==> src/hw/rtl/tdma_slot_scheduler_top_defines.svh <==
// Assertion macros for the TDMA slot scheduler.
// Used by the top level; expects clk and rst_n in the scope of each use.
`ifndef TDMA_SLOT_SCHEDULER_TOP_DEFINES_SVH
`define TDMA_SLOT_SCHEDULER_TOP_DEFINES_SVH

// Consequent must hold in the cycle after the antecedent.
`define TSS_ASSERT_NEXT(name, ante, cons, msg) \
    name: assert property (@(posedge clk) disable iff (!rst_n) (ante) |=> (cons)) \
        else $error(msg);

// Consequent must hold in the same cycle as the antecedent.
`define TSS_ASSERT_SAME(name, ante, cons, msg) \
    name: assert property (@(posedge clk) disable iff (!rst_n) (ante) |-> (cons)) \
        else $error(msg);

`endif

==> src/hw/rtl/tss_pkg.sv <==
// Shared types and constants of the TDMA slot scheduler.
// No dependencies; used by every module of the block.
package tss_pkg;

    // Port widths.
    localparam int unsigned CFG_ADDR_W  = 3;
    localparam int unsigned CFG_DATA_W  = 32;
    localparam int unsigned IN_TDATA_W  = 72;
    localparam int unsigned OUT_TDATA_W = 112;

    // Serial divider step counts.
    localparam int unsigned DIV_CNT_W = 6;
    localparam logic [DIV_CNT_W-1:0] DIV_STEPS_MOD  = 6'd32;
    localparam logic [DIV_CNT_W-1:0] DIV_STEPS_SLOT = 6'd16;

    // Configuration register indexes.
    localparam logic [CFG_ADDR_W-1:0] CFG_FRAME_LENGTH   = 3'd0;
    localparam logic [CFG_ADDR_W-1:0] CFG_SLOT_LENGTH    = 3'd1;
    localparam logic [CFG_ADDR_W-1:0] CFG_SLOT_COUNT     = 3'd2;
    localparam logic [CFG_ADDR_W-1:0] CFG_OWN_SLOT       = 3'd3;
    localparam logic [CFG_ADDR_W-1:0] CFG_HELLO_INTERVAL = 3'd4;
    localparam logic [CFG_ADDR_W-1:0] CFG_SYNC_HOLDOFF   = 3'd5;
    localparam logic [CFG_ADDR_W-1:0] CFG_MIN_RANGING    = 3'd6;

    // Controller states.
    typedef enum logic [3:0] {
        ST_IDLE,
        ST_EVENT,
        ST_ELAPSED,
        ST_MOD,
        ST_ROLL,
        ST_SLOT,
        ST_RESULT,
        ST_MUL,
        ST_OUT
    } tss_state_t;

    // Commands from the controller to the datapath.
    typedef struct packed {
        logic load_item;
        logic apply_events;
        logic hello_check;
        logic div_load_mod;
        logic div_load_slot;
        logic div_step;
        logic roll;
        logic result;
        logic mul;
        logic out_load;
    } tss_cmd_t;

    // Status from the datapath to the controller.
    typedef struct packed {
        logic elapsed_ge;
        logic div_done;
        logic out_free;
    } tss_status_t;

endpackage

==> src/hw/rtl/tss_div.sv <==
// Restoring serial divider, one quotient bit per cycle while step is high.
// 32-bit dividend, 16-bit divisor; uses tss_pkg for the step counter width.
module tss_div
(
    input  logic                           clk,
    input  logic                           rst_n,
    input  logic                           load,
    input  logic                           step,
    input  logic [31:0]                    dividend,
    input  logic [15:0]                    divisor,
    input  logic [tss_pkg::DIV_CNT_W-1:0]  steps,
    output logic [15:0]                    remainder,
    output logic [15:0]                    quotient,
    output logic                           done
);

    logic [31:0]                   dvd_reg;
    logic [31:0]                   dvd_next;
    logic [15:0]                   rem_reg;
    logic [15:0]                   rem_next;
    logic [15:0]                   dsr_reg;
    logic [tss_pkg::DIV_CNT_W-1:0] cnt_reg;
    logic [tss_pkg::DIV_CNT_W-1:0] cnt_next;
    logic [16:0]                   trial;
    logic [16:0]                   diff;
    logic                          fits;

    // One restoring step: shift in the next dividend bit and try to subtract.
    always_comb
    begin
        trial    = {rem_reg, dvd_reg[31]};
        diff     = trial - {1'b0, dsr_reg};
        fits     = (trial >= {1'b0, dsr_reg});
        rem_next = fits ? diff[15:0] : trial[15:0];
        dvd_next = {dvd_reg[30:0], fits};
        cnt_next = cnt_reg - {{(tss_pkg::DIV_CNT_W-1){1'b0}}, 1'b1};
    end

    // Step counter.
    always_ff @(posedge clk or negedge rst_n)
    begin
        if (!rst_n)
        begin
            cnt_reg <= '0;
        end
        else if (load)
        begin
            cnt_reg <= steps;
        end
        else if (step && !done)
        begin
            cnt_reg <= cnt_next;
        end
    end

    // Working registers.
    always_ff @(posedge clk)
    begin
        if (load)
        begin
            dvd_reg <= dividend;
            rem_reg <= '0;
            dsr_reg <= divisor;
        end
        else if (step && !done)
        begin
            dvd_reg <= dvd_next;
            rem_reg <= rem_next;
        end
    end

    assign done      = (cnt_reg == '0);
    assign remainder = rem_reg;
    assign quotient  = dvd_reg[15:0];

endmodule

==> src/hw/rtl/tss_dp.sv <==
// Datapath of the TDMA slot scheduler: configuration, frame state, result.
// Depends on tss_pkg and instantiates the serial divider tss_div.
module tss_dp
(
    input  logic                               clk,
    input  logic                               rst_n,
    input  tss_pkg::tss_cmd_t                  cmd,
    output tss_pkg::tss_status_t               status,
    input  logic [tss_pkg::IN_TDATA_W-1:0]     s_tdata,
    input  logic                               cfg_we,
    input  logic [tss_pkg::CFG_ADDR_W-1:0]     cfg_addr,
    input  logic [tss_pkg::CFG_DATA_W-1:0]     cfg_wdata,
    output logic                               m_tvalid,
    input  logic                               m_tready,
    output logic [tss_pkg::OUT_TDATA_W-1:0]    m_tdata
);

    // Configuration registers.
    logic [15:0] frame_length_reg;
    logic [15:0] slot_length_reg;
    logic [7:0]  slot_count_reg;
    logic [7:0]  own_slot_reg;
    logic [31:0] hello_interval_reg;
    logic [31:0] sync_holdoff_reg;
    logic [15:0] min_ranging_reg;

    // Latched input beat.
    logic [31:0] now_reg;
    logic        sync_req_reg;
    logic [31:0] sync_start_reg;
    logic        hello_sent_reg;
    logic        enter_reg;
    logic        leave_reg;

    // Frame state.
    logic [31:0] frame_start_reg;
    logic [15:0] frame_cnt_reg;
    logic [31:0] last_hello_reg;
    logic [31:0] last_sync_reg;
    logic        hello_due_reg;
    logic        synced_reg;
    logic        resp_reg;
    logic        resp_next;

    // Result pipeline.
    logic [7:0]  slot_reg;
    logic [15:0] remaining_reg;
    logic        own_reg;
    logic [7:0]  ahead_m1_reg;
    logic [23:0] prod_reg;

    // Output register.
    logic                              m_tvalid_reg;
    logic [tss_pkg::OUT_TDATA_W-1:0]   m_tdata_reg;

    // Combinational helpers.
    logic [15:0] fl_eff;
    logic [15:0] sl_eff;
    logic [31:0] since_sync;
    logic [31:0] since_hello;
    logic        sync_ok;
    logic [31:0] elapsed;
    logic        div_load;
    logic [31:0] div_dividend;
    logic [15:0] div_divisor;
    logic [tss_pkg::DIV_CNT_W-1:0] div_steps;
    logic [15:0] div_rem;
    logic [15:0] div_quo;
    logic        div_done;
    logic [7:0]  slot_sat;
    logic [9:0]  ahead_raw;
    logic [7:0]  ahead_m1;
    logic [31:0] wait_val;
    logic        may_val;
    logic        hello_val;

    // A zero length acts as one.
    assign fl_eff = (frame_length_reg == 16'd0) ? 16'd1 : frame_length_reg;
    assign sl_eff = (slot_length_reg == 16'd0) ? 16'd1 : slot_length_reg;

    // Event decisions.
    assign since_sync  = now_reg - last_sync_reg;
    assign since_hello = now_reg - last_hello_reg;
    assign sync_ok     = sync_req_reg && !(synced_reg && (since_sync < sync_holdoff_reg));
    assign elapsed     = now_reg - frame_start_reg;

    always_comb
    begin
        resp_next = resp_reg;
        if (enter_reg)
        begin
            resp_next = 1'b1;
        end
        if (leave_reg)
        begin
            resp_next = 1'b0;
        end
    end

    // Divider operand selection: frame modulo or slot division.
    always_comb
    begin
        div_load     = cmd.div_load_mod || cmd.div_load_slot;
        div_dividend = elapsed;
        div_divisor  = fl_eff;
        div_steps    = tss_pkg::DIV_STEPS_MOD;
        if (cmd.div_load_slot)
        begin
            div_dividend = {(cmd.roll ? div_rem : elapsed[15:0]), 16'd0};
            div_divisor  = sl_eff;
            div_steps    = tss_pkg::DIV_STEPS_SLOT;
        end
    end

    tss_div u_div
    (
        .clk       (clk),
        .rst_n     (rst_n),
        .load      (div_load),
        .step      (cmd.div_step),
        .dividend  (div_dividend),
        .divisor   (div_divisor),
        .steps     (div_steps),
        .remainder (div_rem),
        .quotient  (div_quo),
        .done      (div_done)
    );

    // Slot index and the distance to the own slot.
    always_comb
    begin
        slot_sat = (div_quo[15:8] != 8'd0) ? 8'hFF : div_quo[7:0];
        if (own_slot_reg > slot_sat)
        begin
            ahead_raw = {2'b00, own_slot_reg} - {2'b00, slot_sat};
        end
        else
        begin
            ahead_raw = {2'b00, slot_count_reg} - {2'b00, slot_sat} + {2'b00, own_slot_reg};
        end
        // Clamp to at least one slot ahead (two's complement, bit 9 is sign).
        if (ahead_raw[9] || (ahead_raw == 10'd0))
        begin
            ahead_m1 = 8'd0;
        end
        else
        begin
            ahead_m1 = ahead_raw[7:0] - 8'd1;
        end
    end

    // Final result fields.
    assign wait_val  = own_reg ? 32'd0 : ({16'd0, remaining_reg} + {8'd0, prod_reg});
    assign may_val   = !resp_reg && own_reg && (remaining_reg >= min_ranging_reg);
    assign hello_val = hello_due_reg && !resp_reg;

    // Configuration writes.
    always_ff @(posedge clk or negedge rst_n)
    begin
        if (!rst_n)
        begin
            frame_length_reg   <= 16'd1000;
            slot_length_reg    <= 16'd100;
            slot_count_reg     <= 8'd10;
            own_slot_reg       <= 8'd0;
            hello_interval_reg <= 32'd5000;
            sync_holdoff_reg   <= 32'd1000;
            min_ranging_reg    <= 16'd30;
        end
        else if (cfg_we)
        begin
            unique case (cfg_addr)
                tss_pkg::CFG_FRAME_LENGTH:   frame_length_reg   <= cfg_wdata[15:0];
                tss_pkg::CFG_SLOT_LENGTH:    slot_length_reg    <= cfg_wdata[15:0];
                tss_pkg::CFG_SLOT_COUNT:     slot_count_reg     <= cfg_wdata[7:0];
                tss_pkg::CFG_OWN_SLOT:       own_slot_reg       <= cfg_wdata[7:0];
                tss_pkg::CFG_HELLO_INTERVAL: hello_interval_reg <= cfg_wdata;
                tss_pkg::CFG_SYNC_HOLDOFF:   sync_holdoff_reg   <= cfg_wdata;
                tss_pkg::CFG_MIN_RANGING:    min_ranging_reg    <= cfg_wdata[15:0];
                default:                     ;
            endcase
        end
    end

    // Input beat capture.
    always_ff @(posedge clk)
    begin
        if (cmd.load_item)
        begin
            now_reg        <= s_tdata[31:0];
            sync_req_reg   <= s_tdata[32];
            sync_start_reg <= s_tdata[64:33];
            hello_sent_reg <= s_tdata[65];
            enter_reg      <= s_tdata[66];
            leave_reg      <= s_tdata[67];
        end
    end

    // Frame state: events, hello timer and rollover.
    always_ff @(posedge clk or negedge rst_n)
    begin
        if (!rst_n)
        begin
            frame_start_reg <= '0;
            frame_cnt_reg   <= '0;
            last_hello_reg  <= '0;
            last_sync_reg   <= '0;
            hello_due_reg   <= 1'b1;
            synced_reg      <= 1'b0;
            resp_reg        <= 1'b0;
        end
        else
        begin
            if (cmd.apply_events)
            begin
                if (sync_ok)
                begin
                    frame_start_reg <= sync_start_reg;
                    last_sync_reg   <= now_reg;
                    synced_reg      <= 1'b1;
                end
                if (hello_sent_reg)
                begin
                    last_hello_reg <= now_reg;
                    hello_due_reg  <= 1'b0;
                end
                resp_reg <= resp_next;
            end
            if (cmd.hello_check && (since_hello >= hello_interval_reg))
            begin
                hello_due_reg <= 1'b1;
            end
            if (cmd.roll)
            begin
                frame_start_reg <= now_reg - {16'd0, div_rem};
                frame_cnt_reg   <= frame_cnt_reg + 16'd1;
            end
        end
    end

    // Result stages.
    always_ff @(posedge clk)
    begin
        if (cmd.result)
        begin
            slot_reg      <= slot_sat;
            remaining_reg <= sl_eff - div_rem;
            own_reg       <= (slot_sat == own_slot_reg);
            ahead_m1_reg  <= ahead_m1;
        end
        if (cmd.mul)
        begin
            prod_reg <= 24'(ahead_m1_reg) * 24'(sl_eff);
        end
    end

    // Output register valid.
    always_ff @(posedge clk or negedge rst_n)
    begin
        if (!rst_n)
        begin
            m_tvalid_reg <= 1'b0;
        end
        else if (cmd.out_load)
        begin
            m_tvalid_reg <= 1'b1;
        end
        else if (m_tready)
        begin
            m_tvalid_reg <= 1'b0;
        end
    end

    // Output register payload.
    always_ff @(posedge clk)
    begin
        if (cmd.out_load)
        begin
            m_tdata_reg <= {4'd0, wait_val, frame_start_reg, frame_cnt_reg, synced_reg,
                            hello_val, may_val, own_reg, remaining_reg, slot_reg};
        end
    end

    assign status.elapsed_ge = (elapsed >= {16'd0, fl_eff});
    assign status.div_done   = div_done;
    assign status.out_free   = !m_tvalid_reg || m_tready;

    assign m_tvalid = m_tvalid_reg;
    assign m_tdata  = m_tdata_reg;

endmodule

==> src/hw/rtl/tss_ctrl.sv <==
// Controller state machine of the TDMA slot scheduler.
// Depends on tss_pkg; drives the datapath by commands and reads its status.
module tss_ctrl
(
    input  logic                  clk,
    input  logic                  rst_n,
    input  logic                  s_tvalid,
    output logic                  s_tready,
    input  tss_pkg::tss_status_t  status,
    output tss_pkg::tss_cmd_t     cmd
);

    tss_pkg::tss_state_t state_reg;
    tss_pkg::tss_state_t state_next;

    // State register.
    always_ff @(posedge clk or negedge rst_n)
    begin
        if (!rst_n)
        begin
            state_reg <= tss_pkg::ST_IDLE;
        end
        else
        begin
            state_reg <= state_next;
        end
    end

    // Next state.
    always_comb
    begin
        state_next = state_reg;
        unique case (state_reg)
            tss_pkg::ST_IDLE:
            begin
                if (s_tvalid)
                begin
                    state_next = tss_pkg::ST_EVENT;
                end
            end
            tss_pkg::ST_EVENT:   state_next = tss_pkg::ST_ELAPSED;
            tss_pkg::ST_ELAPSED:
            begin
                state_next = status.elapsed_ge ? tss_pkg::ST_MOD : tss_pkg::ST_SLOT;
            end
            tss_pkg::ST_MOD:
            begin
                if (status.div_done)
                begin
                    state_next = tss_pkg::ST_ROLL;
                end
            end
            tss_pkg::ST_ROLL:    state_next = tss_pkg::ST_SLOT;
            tss_pkg::ST_SLOT:
            begin
                if (status.div_done)
                begin
                    state_next = tss_pkg::ST_RESULT;
                end
            end
            tss_pkg::ST_RESULT:  state_next = tss_pkg::ST_MUL;
            tss_pkg::ST_MUL:     state_next = tss_pkg::ST_OUT;
            tss_pkg::ST_OUT:
            begin
                if (status.out_free)
                begin
                    state_next = tss_pkg::ST_IDLE;
                end
            end
            default:             state_next = tss_pkg::ST_IDLE;
        endcase
    end

    // Command outputs.
    always_comb
    begin
        cmd      = '0;
        s_tready = 1'b0;
        unique case (state_reg)
            tss_pkg::ST_IDLE:
            begin
                s_tready      = 1'b1;
                cmd.load_item = s_tvalid;
            end
            tss_pkg::ST_EVENT:   cmd.apply_events = 1'b1;
            tss_pkg::ST_ELAPSED:
            begin
                cmd.hello_check   = 1'b1;
                cmd.div_load_mod  = status.elapsed_ge;
                cmd.div_load_slot = !status.elapsed_ge;
            end
            tss_pkg::ST_MOD:     cmd.div_step = 1'b1;
            tss_pkg::ST_ROLL:
            begin
                cmd.roll          = 1'b1;
                cmd.div_load_slot = 1'b1;
            end
            tss_pkg::ST_SLOT:    cmd.div_step = 1'b1;
            tss_pkg::ST_RESULT:  cmd.result   = 1'b1;
            tss_pkg::ST_MUL:     cmd.mul      = 1'b1;
            tss_pkg::ST_OUT:     cmd.out_load = status.out_free;
            default:             cmd          = '0;
        endcase
    end

endmodule

==> src/hw/rtl/tdma_slot_scheduler_top.sv <==
// TDMA slot scheduler, top level: tss_ctrl plus tss_dp, assertion macros from
// tdma_slot_scheduler_top_defines.svh, types from tss_pkg.
//
// Each input beat on the s_ side carries the current millisecond time and the
// event flags; the block applies sync, hello and responding events, rolls the
// frame over and answers with one beat on the m_ side describing the slot.
// Configuration is written through cfg_we / cfg_addr / cfg_wdata; the user is to
// write it only while idle, as the block itself does not enforce this.
// The frame modulo (32 steps), run only on a frame rollover, and the slot
// division (16 steps) share one bit-serial divider.
// One item is in work at a time; the next beat is taken once the result sits
// in the output register.
// If the receiver stalls, the result waits in the output register and the
// block holds its next result until that register frees up.
// Reset clears the frame state, sets the hello as due and loads the default
// configuration (1000 ms frame, 100 ms slots, 10 slots, own slot 0).
module tdma_slot_scheduler_top
(
    input  logic                               clk,
    input  logic                               rst_n,
    input  logic                               s_tvalid,
    output logic                               s_tready,
    // now_ms[31:0], sync_request[32], sync_frame_start[64:33], hello_sent[65],
    // enter_responding[66], leave_responding[67], zero fill [71:68]
    input  logic [tss_pkg::IN_TDATA_W-1:0]     s_tdata,
    output logic                               m_tvalid,
    input  logic                               m_tready,
    // slot_idx[7:0], slot_remaining[23:8], in_own_slot[24], may_initiate[25],
    // send_hello[26], is_synced[27], frame_count[43:28], frame_start_time[75:44],
    // wait_until_own_slot[107:76], zero fill [111:108]
    output logic [tss_pkg::OUT_TDATA_W-1:0]    m_tdata,
    input  logic                               cfg_we,
    input  logic [tss_pkg::CFG_ADDR_W-1:0]     cfg_addr,
    input  logic [tss_pkg::CFG_DATA_W-1:0]     cfg_wdata
);

`include "tdma_slot_scheduler_top_defines.svh"

    tss_pkg::tss_cmd_t    cmd;
    tss_pkg::tss_status_t status;

    // Controller.
    tss_ctrl u_ctrl
    (
        .clk      (clk),
        .rst_n    (rst_n),
        .s_tvalid (s_tvalid),
        .s_tready (s_tready),
        .status   (status),
        .cmd      (cmd)
    );

    // Datapath.
    tss_dp u_dp
    (
        .clk       (clk),
        .rst_n     (rst_n),
        .cmd       (cmd),
        .status    (status),
        .s_tdata   (s_tdata),
        .cfg_we    (cfg_we),
        .cfg_addr  (cfg_addr),
        .cfg_wdata (cfg_wdata),
        .m_tvalid  (m_tvalid),
        .m_tready  (m_tready),
        .m_tdata   (m_tdata)
    );

    // Result fields watched by the checks below.
    logic [15:0] out_remaining;
    logic        out_own;
    logic        out_may;
    logic [31:0] out_wait;

    assign out_remaining = m_tdata[23:8];
    assign out_own       = m_tdata[24];
    assign out_may       = m_tdata[25];
    assign out_wait      = m_tdata[107:76];

    `TSS_ASSERT_NEXT(a_one_item, s_tvalid && s_tready, !s_tready, "second beat taken while busy")
    `TSS_ASSERT_SAME(a_own_wait, m_tvalid && out_own, out_wait == 32'd0, "own slot with wait")
    `TSS_ASSERT_SAME(a_may_own, m_tvalid && out_may, out_own, "ranging outside own slot")
    `TSS_ASSERT_SAME(a_remain, m_tvalid, out_remaining != 16'd0, "slot remaining is zero")

endmodule
==> config.mk <==
export PLATFORM = sky130hd
export DESIGN_NAME = tdma_slot_scheduler_top
export DESIGN_NICKNAME = d
export VERILOG_FILES = /design/src/hw/rtl/tss_pkg.sv /design/src/hw/rtl/tss_div.sv /design/src/hw/rtl/tss_dp.sv /design/src/hw/rtl/tss_ctrl.sv /design/src/hw/rtl/tdma_slot_scheduler_top.sv
export VERILOG_INCLUDE_DIRS = /design/src /design/src/hw/rtl
export SDC_FILE = /design/constraint.sdc
export NUM_CORES = 1
export LEC_CHECK = 0
export BUFFER_PORTS_ARGS = -buffer_cell sky130_fd_sc_hd__clkbuf_2
export CAP_MARGIN = 20
export CORE_ASPECT_RATIO = 0.5
export CORE_MARGIN = 5
export CORE_UTILIZATION = 39
export CTS_BUF_LIST = sky130_fd_sc_hd__clkbuf_2 sky130_fd_sc_hd__clkbuf_4 sky130_fd_sc_hd__clkbuf_8
export CTS_CLUSTER_DIAMETER = 40
export DETAILED_ROUTE_END_ITERATION = 10
export REMOVE_ABC_BUFFERS = 1
export SLEW_MARGIN = 0
export SYNTH_ARGS = -nofsm -noshare
export SYNTH_HDL_FRONTEND = slang
export SYNTH_HIERARCHICAL = 1
export SYNTH_SLANG_ARGS = --single-unit
==> constraint.sdc <==
create_clock -name clk -period 6.28 [get_ports clk]
set_input_delay 0.314 -clock clk [delete_from_list [all_inputs] [get_ports clk]]
set_output_delay 0.314 -clock clk [all_outputs]
set_load 0.005 [all_outputs]
==> results.sh <==
export IMPL_critPathMaxStageDelay_ns=0.45
export IMPL_sw_frac_of_total=0.436
export IMPL_reg2regPathDepth=28
export IMPL_largest_register_ffs=101
export IMPL_drv_slew=0
export IMPL_holdCritStartpoint="cfg_wdata[6]"
export IMPL_tns_ns=0
export IMPL_synth_seq_area_share=0.408
export IMPL_hpwl_um=76400
export IMPL_die_area_um2=101000
export IMPL_core_area_um2=93100
export IMPL_avgSynthCellArea_um2=10.2
export IMPL_wl_per_cell_um=19.3
export IMPL_status="complete, no violations"
export IMPL_postSynthCellCount=3592
export IMPL_seqCellArea_um2=14900
export IMPL_worstMarginPinSlew_ns=1.05
export IMPL_yosysWarnings=6
export IMPL_end_kind="flop"
export IMPL_root_buffer="clkbuf_8"
export IMPL_post_place_ws_ns=-0.137
export IMPL_holdPathEnd="u_dp/frame_length_reg[6]$_DFFE_PN1P_"
export IMPL_multiInputGateArea_um2=19800
export IMPL_fp_dieW_um=444
export IMPL_r2r_start="u_dp/now_reg[0]$_DFFE_PP_"
export IMPL_fmax_mhz=164
export IMPL_holdWs_ns=0.0584
export IMPL_pwr_share_comb=0.604
export IMPL_firstDrtPassIters=5
export IMPL_critPathLaunchType="flop"
export IMPL_htreeDepth=3
export IMPL_vias_per_cell=5.15
export IMPL_vias=27400
export IMPL_maxCapViolations=0
export IMPL_clk_pin_slew_ns=0.06
export IMPL_fin_crit_sh=0.970
export IMPL_p_clk_frac=0.150
export IMPL_nets=4509
export IMPL_seqPwrFrac=0.247
export IMPL_worstPathRequired_ns=6.77
export IMPL_rsz0062_at_grt="yes"
export IMPL_p_leak_nw=18.8
export IMPL_relSlewSlack=0.302
export IMPL_clock_skew_ns=0.0510
export IMPL_rr_endpoint="u_dp/u_div/dvd_reg[18]$_DFFE_PP_"
export IMPL_synthTopCellsByArea="edfxtp_1 (22%), dfrtp_1 (15%), ha_1 (11%)"
export IMPL_final_cells=5314
export IMPL_cts_tree="yes"
export IMPL_ys_async_sr_fraction=0.467
export IMPL_fin_area_um2=43000
export IMPL_yosys_area_top_type_share=0.225
export IMPL_num_fill_cells=8703
export IMPL_clk_latency_ns=0.76
export IMPL_start_util=0.394
export IMPL_setup_slack_ns=0.190
export IMPL_grt_max_degree=162
export IMPL_rrSetupSlack_ns=0.19
export IMPL_crit_slowest_cell="or3b_4"
export IMPL_powerDensity_nw_per_um2=563
export IMPL_placed_area_um2=39400
export IMPL_path_class="flop to flop"
export IMPL_drive_gt1_frac=0.190
export IMPL_ant_nets=0
export IMPL_drtIter0Drc=1848
export IMPL_switchingPower_mw=10.6
export IMPL_p_int_mw=13.7
export IMPL_drc=0
export IMPL_fp_dieH_um=227
export IMPL_wl_um=103000
export IMPL_yosys_area_top_type="edfxtp_1"
export IMPL_cts_path_max_buffers=3
export IMPL_yosysUniqueCellTypes=102
export IMPL_grt_pass1_wl_um=157000
export IMPL_period_needed_ns=6.09
export IMPL_io_pins=226
export IMPL_synth_ff_type="edfxtp_1"
export IMPL_track_usage=0.199
export IMPL_hp_class="input port to flop"
export IMPL_mostFrequentLayoutCells="inv_1 (401), ha_1 (322), nand2_1 (274), edfxtp_1 (274), dfrtp_1 (227)"
export IMPL_ys_seq_elements=544
export IMPL_setup_viol=0
export IMPL_num_rows=79
export IMPL_ir_drop_uv=421
export IMPL_area_growth_pct=17.4
export IMPL_finalHoldViolations=0
export IMPL_layout_commonest_cell="inv_1"
export IMPL_numCtsBuffers=92
export IMPL_min_path_cells=3
export IMPL_grt_pass1_vias=27200
export IMPL_netlist_area_um2=36600
export IMPL_cts_sinks=544
export IMPL_dp_cells=5025
export IMPL_grt_ovfl_total=0
export IMPL_arrival_ns=6.58
export IMPL_synth_edff_count=274
export IMPL_io_buffers=210
export IMPL_crit_fanout=8
export IMPL_gp_congestion=0.883
export IMPL_antenna_found_initial=0
-- per-stage QoR --
step | util | total power, mW
6_report | 0.462 | 24.2
4_1_cts | 0.457 | 23.8
3_5_place_dp | 0.424 | 19.9
3_3_place_gp | 0.424 | 19.6
2_1_floorplan | - | 16.2
5_1_grt | 0.462 | 26.3
-- cell type report --
type,instances,area share
Sequential cell,544,0.347
Timing Repair Buffer,419,0.0725
Clock buffer,126,0.0371
Antenna cell,1,0.0000582
Multi-Input combinational cell,2517,0.460
Inverter,405,0.0355
Tap cell,1255,0.0365
Clock inverter,47,0.0114
-- worst max-delay path by stage --
stage | from | endpoint | slack, ns | cells past startpoint
after CTS | u_dp/now_reg[0]$_DFFE_PP_ | u_dp/u_div/dvd_reg[31]$_DFFE_PP_ | 0.03 | 30
after floorplan | u_dp/now_reg[0]$_DFFE_PP_ | u_dp/u_div/dvd_reg[0]$_DFFE_PP_ | -2.70 | 26
final | u_dp/now_reg[0]$_DFFE_PP_ | u_dp/u_div/dvd_reg[18]$_DFFE_PP_ | 0.19 | 28
after global placement | u_dp/now_reg[0]$_DFFE_PP_ | u_dp/u_div/dvd_reg[20]$_DFFE_PP_ | -0.28 | 29
after detailed placement | u_dp/now_reg[0]$_DFFE_PP_ | u_dp/u_div/dvd_reg[20]$_DFFE_PP_ | -0.14 | 29
after global routing | u_dp/now_reg[0]$_DFFE_PP_ | u_dp/u_div/dvd_reg[1]$_DFFE_PP_ | -0.12 | 30
-- routing by layer --
layer / up-vias / global-route usage / share of wire
li1: 13300 / - / -
met1: 13300 / 0.264 / 0.45
met2: 619 / 0.340 / 0.47
met3: 143 / 0.0307 / 0.051
met4: 0 / 0.0612 / 0.027
met5: - / 0 / 0
-- worst max-delay path, delay by kind of cell (launching register included) --
kind                       cells  cell delay, ns
AOI/OAI and AO/OA             10            1.91
and+or+nand+nor                7            1.62
buffers and inverters          6            0.70
adders and majority gates      3            0.67
DFF                            1            0.42
muxes                          1            0.33
xor gates and xnor gates       1            0.20
-- cells by family (layout without fill, tap and decap cells) --
family / count (synthesis) / after routing / synth area share
buffers and inverters: 546 / 997 / 0.0613
and+or+nand+nor: 950 / 951 / 0.131
DFF: 544 / 544 / 0.408
other: 1 / 16 / 0.000102
adders and majority gates: 418 / 418 / 0.162
AOI/OAI and AO/OA: 715 / 715 / 0.126
xor gates and xnor gates: 199 / 199 / 0.0476
muxes: 219 / 219 / 0.0649
-- power groups by stage --
stage / clock network [mW] / registers [mW] / logic [mW]
after floorplan: 0 / 5.76 / 10.4
after global placement: 0 / 6.00 / 13.6
after detailed placement: 0 / 6.02 / 13.9
after CTS: 3.73 / 5.96 / 14.1
after global routing: 3.89 / 6.07 / 16.4
final: 3.63 / 5.97 / 14.6
-- what timing repair did --
item                                   CTS  global route
gates cloned                             0             7
setup buffers                            0             8
resized for setup                        4            95
hold buffers                           100             0
endpoints found under the hold margin  224             0
pin swaps                                1            28
setup endpoints to repair               96           120
-- cell usage after synthesis, types with 9 or more instances --
| library cell | instances |
|---|---|
| a211oi_1 | 26 |
| a21o_1 | 78 |
| a21oi_1 | 163 |
| a31oi_1 | 28 |
| and2_1 | 105 |
| and3_1 | 18 |
| buf_2 | 10 |
| buf_4 | 31 |
| clkbuf_1 | 90 |
| dfrtp_1 | 227 |
| dfstp_2 | 27 |
| dfxtp_1 | 16 |
| edfxtp_1 | 274 |
| fa_1 | 94 |
| ha_1 | 324 |
| inv_1 | 404 |
| mux2_2 | 148 |
| mux2i_1 | 71 |
| nand2_1 | 274 |
| nand2b_1 | 39 |
| nand3_1 | 51 |
| nand3b_1 | 9 |
| nand4_1 | 26 |
| nor2_1 | 195 |
| nor2b_1 | 50 |
| nor3_1 | 64 |
| nor3b_1 | 10 |
| nor4_1 | 21 |
| o211ai_1 | 11 |
| o21a_1 | 45 |
| o21ai_0 | 220 |
| o21bai_1 | 16 |
| o31ai_1 | 11 |
| or2_2 | 27 |
| or3_1 | 16 |
| xnor2_1 | 127 |
| xor2_1 | 72 |
No activity file was read; power rests on OpenSTA's default activity.
